`src/rtl/ssc_pkg.sv`:
```
package ssc_pkg;

    // Block geometry
    localparam int BLOCK_ROWS = 16;
    localparam int SLOTS      = 4;
    localparam int LANES      = 4;

    // Field widths fixed by the interface
    localparam int VALUE_W = 32;
    localparam int ROW_W   = 4;

    // Derived widths
    localparam int SLOT_W    = (SLOTS > 1) ? $clog2(SLOTS) : 1;
    localparam int FILL_W    = $clog2(SLOTS + 1);
    localparam int NUM_BANKS = 2;
    localparam int RAM_DEPTH = NUM_BANKS * SLOTS;
    localparam int ENTRY_W   = VALUE_W + ROW_W;

    // One stored slot entry of one lane
    typedef struct packed {
        logic [VALUE_W-1:0] value;
        logic [ROW_W-1:0]   row;
    } entry_t;

    // Input transaction payload
    typedef struct packed {
        logic [31:0] value_lane0;
        logic [31:0] value_lane1;
        logic [31:0] value_lane2;
        logic [31:0] value_lane3;
        logic [3:0]  present_mask;
    } in_item_t;

    // Result transaction payload
    typedef struct packed {
        logic [1:0]  slot_number;
        logic [31:0] slot_value_lane0;
        logic [31:0] slot_value_lane1;
        logic [31:0] slot_value_lane2;
        logic [31:0] slot_value_lane3;
        logic [3:0]  row_index_lane0;
        logic [3:0]  row_index_lane1;
        logic [3:0]  row_index_lane2;
        logic [3:0]  row_index_lane3;
        logic [3:0]  overflow_mask;
        logic        last_slot;
    } out_item_t;

    // Slot writes of one row, one port per lane memory
    typedef struct packed {
        logic [LANES-1:0]             en;
        logic [LANES-1:0][SLOT_W-1:0] slot;
        logic                         bank;
        entry_t [LANES-1:0]           data;
    } lane_wr_t;

    // Summary of a finished block, handed to the emitter
    typedef struct packed {
        logic                         valid;
        logic                         bank;
        logic [LANES-1:0][FILL_W-1:0] fill;
        logic [LANES-1:0]             ovf;
    } blk_done_t;

endpackage

```
`src/rtl/ssc_lane_ram.sv`:
```
module ssc_lane_ram #(
    parameter int WIDTH = 36,
    parameter int DEPTH = 8
) (
    input  logic                     aclk,
    input  logic                     we,
    input  logic [$clog2(DEPTH)-1:0] waddr,
    input  logic [WIDTH-1:0]         wdata,
    input  logic                     re,
    input  logic [$clog2(DEPTH)-1:0] raddr,
    output logic [WIDTH-1:0]         rdata
);

    logic [WIDTH-1:0] mem [DEPTH];

    // Write port
    always_ff @(posedge aclk) begin
        if (we) begin
            mem[waddr] <= wdata;
        end
    end

    // Registered read port, holds while not enabled
    always_ff @(posedge aclk) begin
        if (re) begin
            rdata <= mem[raddr];
        end
    end

endmodule

```
`src/rtl/ssc_fill.sv`:
```
module ssc_fill import ssc_pkg::*; (
    input  logic                 aclk,
    input  logic                 aresetn,
    input  logic                 s_valid,
    output logic                 s_ready,
    input  in_item_t             s_data,
    input  logic [NUM_BANKS-1:0] bank_busy,
    output lane_wr_t             wr,
    output blk_done_t            done
);

    logic [ROW_W-1:0]             row_reg, row_next;
    logic [LANES-1:0][FILL_W-1:0] fill_reg, fill_next, fill_upd;
    logic [LANES-1:0]             ovf_reg, ovf_next, ovf_hit;
    logic                         bank_reg, bank_next;
    logic [LANES-1:0][VALUE_W-1:0] vals;
    logic                         accept, last_row;

    // Stall while the bank to be filled still waits for emission
    assign s_ready  = !bank_busy[bank_reg];
    assign accept   = s_valid && s_ready;
    assign last_row = (row_reg == ROW_W'(BLOCK_ROWS - 1));

    assign vals[0] = s_data.value_lane0;
    assign vals[1] = s_data.value_lane1;
    assign vals[2] = s_data.value_lane2;
    assign vals[3] = s_data.value_lane3;

    // Allocate the next free slot per lane
    always_comb begin
        wr.bank = bank_reg;
        for (int l = 0; l < LANES; l++) begin
            logic room, here, nz, take;
            room = (fill_reg[l] < FILL_W'(SLOTS));
            here = s_data.present_mask[l];
            nz   = |vals[l][VALUE_W-2:0];
            take = room && (!here || nz);
            ovf_hit[l]       = here && nz && !room;
            wr.en[l]         = accept && take;
            wr.slot[l]       = fill_reg[l][SLOT_W-1:0];
            wr.data[l].value = here ? vals[l] : '0;
            wr.data[l].row   = row_reg;
            fill_upd[l]      = take ? fill_reg[l] + 1'b1 : fill_reg[l];
        end
    end

    // Report the block summary on its last row
    always_comb begin
        done.valid = accept && last_row;
        done.bank  = bank_reg;
        done.fill  = fill_upd;
        done.ovf   = ovf_reg | ovf_hit;
    end

    // Advance row, fill counts, overflow flags and the fill bank
    always_comb begin
        row_next  = row_reg;
        fill_next = fill_reg;
        ovf_next  = ovf_reg;
        bank_next = bank_reg;
        if (accept) begin
            if (last_row) begin
                row_next  = '0;
                fill_next = '0;
                ovf_next  = '0;
                bank_next = !bank_reg;
            end else begin
                row_next  = row_reg + 1'b1;
                fill_next = fill_upd;
                ovf_next  = ovf_reg | ovf_hit;
            end
        end
    end

    always_ff @(posedge aclk) begin
        if (!aresetn) begin
            row_reg  <= '0;
            fill_reg <= '0;
            ovf_reg  <= '0;
            bank_reg <= 1'b0;
        end else begin
            row_reg  <= row_next;
            fill_reg <= fill_next;
            ovf_reg  <= ovf_next;
            bank_reg <= bank_next;
        end
    end

endmodule

```
`src/rtl/ssc_emit.sv`:
```
module ssc_emit import ssc_pkg::*; (
    input  logic                 aclk,
    input  logic                 aresetn,
    input  blk_done_t            done,
    output logic [NUM_BANKS-1:0] bank_busy,
    output logic                 rd_en,
    output logic [SLOT_W:0]      rd_addr,
    input  entry_t [LANES-1:0]   rd_q,
    output logic                 m_valid,
    input  logic                 m_ready,
    output out_item_t            m_data
);

    logic [NUM_BANKS-1:0]                        pend_reg, pend_next;
    logic [NUM_BANKS-1:0][LANES-1:0][FILL_W-1:0] bfill_reg;
    logic [NUM_BANKS-1:0][LANES-1:0]             bovf_reg;
    logic                                        ebank_reg, ebank_next;
    logic [SLOT_W-1:0]                           slot_reg, slot_next;
    logic                                        rd_valid_reg, rd_valid_next;
    logic [SLOT_W-1:0]                           rd_slot_reg;
    logic [LANES-1:0][FILL_W-1:0]                rd_fill_reg;
    logic [LANES-1:0]                            rd_ovf_reg;
    logic                                        m_valid_reg, m_valid_next;
    out_item_t                                   m_data_reg, m_data_next;
    logic                                        out_free, issue, slot_last;
    entry_t [LANES-1:0]                          masked;

    assign bank_busy = pend_reg;
    assign out_free  = !m_valid_reg || m_ready;
    assign issue     = pend_reg[ebank_reg] && (!rd_valid_reg || out_free);
    assign slot_last = (slot_reg == SLOT_W'(SLOTS - 1));
    assign rd_en     = issue;
    assign rd_addr   = {ebank_reg, slot_reg};

    // Track pending banks and walk the slots of the oldest one
    always_comb begin
        pend_next     = pend_reg;
        ebank_next    = ebank_reg;
        slot_next     = slot_reg;
        rd_valid_next = rd_valid_reg;
        if (issue) begin
            rd_valid_next = 1'b1;
            if (slot_last) begin
                slot_next            = '0;
                pend_next[ebank_reg] = 1'b0;
                ebank_next           = !ebank_reg;
            end else begin
                slot_next = slot_reg + 1'b1;
            end
        end else if (out_free) begin
            rd_valid_next = 1'b0;
        end
        if (done.valid) begin
            pend_next[done.bank] = 1'b1;
        end
    end

    // Drop entries beyond the lane's fill count
    always_comb begin
        for (int l = 0; l < LANES; l++) begin
            if (FILL_W'(rd_slot_reg) < rd_fill_reg[l]) begin
                masked[l] = rd_q[l];
            end else begin
                masked[l] = '0;
            end
        end
    end

    // Load the output register when it frees up
    always_comb begin
        m_valid_next = m_valid_reg;
        m_data_next  = m_data_reg;
        if (out_free) begin
            m_valid_next = rd_valid_reg;
        end
        if (out_free && rd_valid_reg) begin
            m_data_next.slot_number      = 2'(rd_slot_reg);
            m_data_next.slot_value_lane0 = masked[0].value;
            m_data_next.slot_value_lane1 = masked[1].value;
            m_data_next.slot_value_lane2 = masked[2].value;
            m_data_next.slot_value_lane3 = masked[3].value;
            m_data_next.row_index_lane0  = masked[0].row;
            m_data_next.row_index_lane1  = masked[1].row;
            m_data_next.row_index_lane2  = masked[2].row;
            m_data_next.row_index_lane3  = masked[3].row;
            m_data_next.overflow_mask    = rd_ovf_reg;
            m_data_next.last_slot        = (rd_slot_reg == SLOT_W'(SLOTS - 1));
        end
    end

    always_ff @(posedge aclk) begin
        if (!aresetn) begin
            pend_reg     <= '0;
            ebank_reg    <= 1'b0;
            slot_reg     <= '0;
            rd_valid_reg <= 1'b0;
            m_valid_reg  <= 1'b0;
        end else begin
            pend_reg     <= pend_next;
            ebank_reg    <= ebank_next;
            slot_reg     <= slot_next;
            rd_valid_reg <= rd_valid_next;
            m_valid_reg  <= m_valid_next;
        end
    end

    // Capture block summaries and per-read metadata
    always_ff @(posedge aclk) begin
        if (done.valid) begin
            bfill_reg[done.bank] <= done.fill;
            bovf_reg[done.bank]  <= done.ovf;
        end
        if (issue) begin
            rd_slot_reg <= slot_reg;
            rd_fill_reg <= bfill_reg[ebank_reg];
            rd_ovf_reg  <= bovf_reg[ebank_reg];
        end
        m_data_reg <= m_data_next;
    end

    assign m_valid = m_valid_reg;
    assign m_data  = m_data_reg;

`ifndef SYNTH
    a_no_overwrite: assert property (@(posedge aclk) disable iff (!aresetn)
        done.valid |-> !pend_reg[done.bank])
        else $error("block finished into a bank still pending emission");

    a_read_hold: assert property (@(posedge aclk) disable iff (!aresetn)
        rd_valid_reg && !out_free |=> rd_valid_reg && $stable(rd_slot_reg))
        else $error("read stage lost its entry while output stalled");

    a_last_slot: assert property (@(posedge aclk) disable iff (!aresetn)
        m_valid_reg |-> (m_data_reg.last_slot == (m_data_reg.slot_number == 2'(SLOTS - 1))))
        else $error("last_slot does not match slot number");
`endif

endmodule

```
`src/rtl/structured_sparsity_4of16_compressor_core.sv`:
```
// 4-of-16 structured sparsity compressor, four lanes side by side.
// Input channel s_*: one transaction per row of a 16-row block, carrying four
// IEEE single bit patterns and a present mask. Result channel m_*: four
// transactions per block, one per compressed slot, slot 0 first, last_slot
// set on slot 3. Each lane keeps its slots in a small dual-bank memory; one
// bank fills while the other is read out.
// Throughput: one row per cycle, sustained, taken every cycle s_ready is high.
// Readout: slot 0 passes the pending flag, read and output registers after
// the last row is accepted, the rest one per cycle while m_ready is high.
// Rate is set by the per-lane memory write port (one slot write per row) and
// the shared read port (one slot per cycle).
// When the receiver stalls, the output register and a read stage hold; the
// input keeps running until a block ends while the other bank is still being
// emitted, then s_ready drops at the first row of the next block.
// Reset (aresetn low, synchronous) clears row counter, fill counts, overflow
// flags and all pending emissions; memory contents need no clearing, unfilled
// slots read as zero through the saved fill counts.
module structured_sparsity_4of16_compressor_core import ssc_pkg::*; (
    input  logic      aclk,
    input  logic      aresetn,
    input  logic      s_valid,
    output logic      s_ready,
    input  in_item_t  s_data,
    output logic      m_valid,
    input  logic      m_ready,
    output out_item_t m_data
);

    lane_wr_t             wr;
    blk_done_t            done;
    logic [NUM_BANKS-1:0] bank_busy;
    logic                 rd_en;
    logic [SLOT_W:0]      rd_addr;
    entry_t [LANES-1:0]   rd_q;

    // Write side: slot allocation per row
    ssc_fill u_fill (
        .aclk      (aclk),
        .aresetn   (aresetn),
        .s_valid   (s_valid),
        .s_ready   (s_ready),
        .s_data    (s_data),
        .bank_busy (bank_busy),
        .wr        (wr),
        .done      (done)
    );

    // Slot memories, one per lane
    for (genvar l = 0; l < LANES; l++) begin : g_lane
        ssc_lane_ram #(
            .WIDTH (ENTRY_W),
            .DEPTH (RAM_DEPTH)
        ) u_ram (
            .aclk  (aclk),
            .we    (wr.en[l]),
            .waddr ({wr.bank, wr.slot[l]}),
            .wdata (wr.data[l]),
            .re    (rd_en),
            .raddr (rd_addr),
            .rdata (rd_q[l])
        );
    end

    // Read side: slot readout and output register
    ssc_emit u_emit (
        .aclk      (aclk),
        .aresetn   (aresetn),
        .done      (done),
        .bank_busy (bank_busy),
        .rd_en     (rd_en),
        .rd_addr   (rd_addr),
        .rd_q      (rd_q),
        .m_valid   (m_valid),
        .m_ready   (m_ready),
        .m_data    (m_data)
    );

endmodule

```
`config.mk`:
```
export PLATFORM = sky130hd
export DESIGN_NAME = structured_sparsity_4of16_compressor_core
export DESIGN_NICKNAME = d
export VERILOG_FILES = /design/src/rtl/ssc_pkg.sv /design/src/rtl/ssc_lane_ram.sv /design/src/rtl/ssc_fill.sv /design/src/rtl/ssc_emit.sv /design/src/rtl/structured_sparsity_4of16_compressor_core.sv
export SDC_FILE = /design/constraint.sdc
export NUM_CORES = 2
export LEC_CHECK = 0
export BUFFER_PORTS_ARGS = -buffer_cell sky130_fd_sc_hd__buf_2
export CAP_MARGIN = 10
export CORE_AREA = 10 10 401 403
export DETAILED_ROUTE_END_ITERATION = 10
export DIE_AREA = 0 0 411 413
export GPL_TIMING_DRIVEN = 0
export PLACE_DENSITY = 0.61
export SYNTH_ARGS = -nofsm -noshare
export SYNTH_HDL_FRONTEND = slang
export SYNTH_SLANG_ARGS = --single-unit
```
`constraint.sdc`:
```
create_clock -name aclk -period 15.3 [get_ports aclk]
set_input_delay 3.06 -clock aclk [delete_from_list [all_inputs] [get_ports aclk]]
set_output_delay 3.06 -clock aclk [all_outputs]
set_load 0.02 [all_outputs]
```
==> impl_results.md <==
- Type of origin of the critical path: input port
- Status: finished, final reports clean
- Critical path class: in -> reg
- CTS root buffer: clkbuf_16
- Syn Area/Cell: 22.03 um2
- Routed vias/inst: 5.043
- H-tree levels: 4
- Vias in the first global route: 28457
- GRT Total Usage: 15.92%
- Hold Path Class: reg -> reg
- Final ANT Viol Nets: 0
- Max FFs per register: around 1200
- Post-CTS Setup Bufs: 0
- Period minus WS final: 6.066 ns
- Reg2reg setup slack: 12.15 ns
- FP Rows: 144
- Slew Limit Fails: 0
- CP Data Required Time: 15.83 ns
- Clock Tree Buf Depth: 3
- R2r endpoint: g_lane[2].u_ram.rdata[35]
- HP Start: u_emit.rd_ovf_reg[3]
- TritonCTS buffer count: 157
- Netlist cell types: 45
- Most common cell after layout, fill and taps aside: edfxtp_1
- Post-CTS Hold Fix Bufs: 0
- Prevailing post-synth register cell: edfxtp_1
- Setup slack at placement: approximately 8.3 ns
- Final #Nets: 3316
- Setup violators final: 0
- Worst clock skew: 0.02931 ns
- I/O pin total: 289
- Warnings, synthesis: 0
- Ys async rst share: 0%
- P_leak: 0.02194 uW
- CTS Sinks: roughly 1500
- Hold slack: 0.4218 ns
- VDD IR max: 115.4 uV
- Flops & latches, synth: between 1500 and 2000
- Slew margin rel.: 15.69%
- Setup crit end kind: register
- Part of the cycle the worst path needs: 39.65%
- Sum Neg Setup Slack: 0 ns
- IO buf count: between 200 and 300
- PwrDens: 126.2 nW/um2
- First-pass detailed-route iteration total: 7
- DP Wirelength: around 91000 um
- PnR worst setup slack: 9.234 ns
- Final WL: 136100 um
- PostCTS Resize Cnt: 0
- Syn nets: 2761
- GR Overflow Total: 0
- Most frequent cells in the layout: edfxtp_1, buf_2, mux4_2
- Endpoints failing hold: 0
- Fillers: 12866
- Post-synthesis sequential area ratio: around four fifths
- Via count: 26973
- Hold path endpoint: u_emit.m_data[4]
- CTS tree: yes
- R2r worst-path depth: 5
- Crit Path Max Fanout: 8
- Critical Path AT: 6.60 ns
- MaxCap Viol Count: 0
- Initial drt markers: 1893
- Layout cells sized above 1: 34.98%
- Global-route wire length before repair: 196700 um
- Area delta synth->final: 18.75%
- Synth Cell Area: between 50000 and 60000 um2
- Per-cell routed wire length: 25.45 um
- Largest net degree at the start of global routing: 37
- # DRC: 0
- Core area: around 150000 um2
- Mapped Cells: 2615
- Worst Tran Pin Value: between 1 and 1.5 ns
- Fmax: 164.9 MHz
- Hold Crit Depth: 0
- RSZ-0062 raised after global routing: false
- Chip width: 411 um
- Dominant cell type by area after synthesis: edfxtp_1
- Die area: 169700 um2
- Post-synth EDFFs: 1497
- Top-area cell type share of the netlist area: 78.02%
- CTS clk-pin slew, worst paths: roughly 0.060 ns
- Die height: around 410 um
- Initial antenna violation count: 16
- R2R Path Start: u_emit.slot_reg[1]
- Top area cells in the synthesized netlist: edfxtp_1, mux4_2, mux2_2
- Clk Latency, worst-skew pair: 0.78 ns
- Initial Util: between 30% and 40%
- Routability cong.: 0.7248
## through the flow
step / power (uW) / instances / instance area [um2] / util [%]
finish: 8638 / 5349 / 68420 / 44.73
floorplan: 4889 / 2615 / 57620 / -
detailed placement: 5008 / 5054 / 63380 / 41.43
global route: 8918 / 5346 / 68410 / 44.72
global placement: 4987 / 4946 / 61610 / 40.28
CTS: 8733 / 5342 / 68380 / 44.70
## worst max path at each step
stage,to,cells past startpoint,start,slack (ns)
2_1_floorplan,u_emit.bank_busy[0],5,m_ready,2.88
3_3_place_gp,u_emit.bank_busy[0],6,m_ready,-6.33
3_5_place_dp,g_lane[0].u_ram.mem[1][21],9,s_data[119],8.33
4_1_cts,g_lane[0].u_ram.mem[1][13],9,s_data[119],9.19
5_1_grt,g_lane[0].u_ram.mem[1][13],9,s_data[119],9.13
6_report,g_lane[0].u_ram.mem[1][13],9,s_data[119],9.23
## area by class of cell
type,count,area (um2),area share (%)
buffer,118,569.3,0.8321
tap,2044,2557,3.738
sequential,1525,45510,66.52
clock inverter,92,849.6,1.242
antenna,6,15.01,0.02194
inverter,18,67.56,0.09875
timing repair buffer,396,3047,4.453
multi-input combinational,954,11650,17.03
clock buffer,196,4149,6.064
## critical path, stage by stage
cell and delay [ns]:
buf_2 0.11, nor4_1 0.74, nand4_1 0.57, o311ai_1 1.08, nor3_2 0.33, buf_8 0.26, buf_8 0.15, buf_6 0.14
buf_6 0.14
## routing by layer
metal	global-route usage, %	vias to the layer above	wire length [um]
met1	20.31	14248	56330
met2	26.91	711	68150
met5	0	-	56
met3	3.728	195	8026
li1	-	11811	-
met4	5.041	8	3580
## synthesized netlist by cell type, drive strengths merged, types with 7 or more instances
library cell / instances
edfxtp: 1497
mux4: 288
mux2: 163
nor2b: 147
and2: 137
clkbuf: 68
buf: 50
nand2: 36
nor2: 29
nor4: 29
dfxtp: 28
nor3: 23
inv: 18
ha: 10
a21oi: 9
nand4: 9
o31ai: 8
o21a: 7
o21ai: 7
## logic make-up after synthesis
group                    after synthesis  share of synthesized area (%)
XOR/XNOR                               4                        0.06080
AND/OR/NAND/NOR                      436                          4.437
multiplexers                         455                          14.51
buffers and inverters                136                          1.105
flip-flops                          1525                          79.00
AO/OA/AOI/OAI                         49                         0.6710
adder cells (fa/ha/maj)               10                         0.2172
## power breakdown
| group | leakage [uW] | total [uW] | switching [uW] | internal, uW |
|---|---|---|---|---|
| logic | 0.00556 | 245 | 146 | 98.7 |
| registers | 0.0140 | 4670 | 17.4 | 4650 |
| clock network | 0.00242 | 3720 | 1590 | 2130 |
Note: power is estimated with default switching activity, not from simulation.
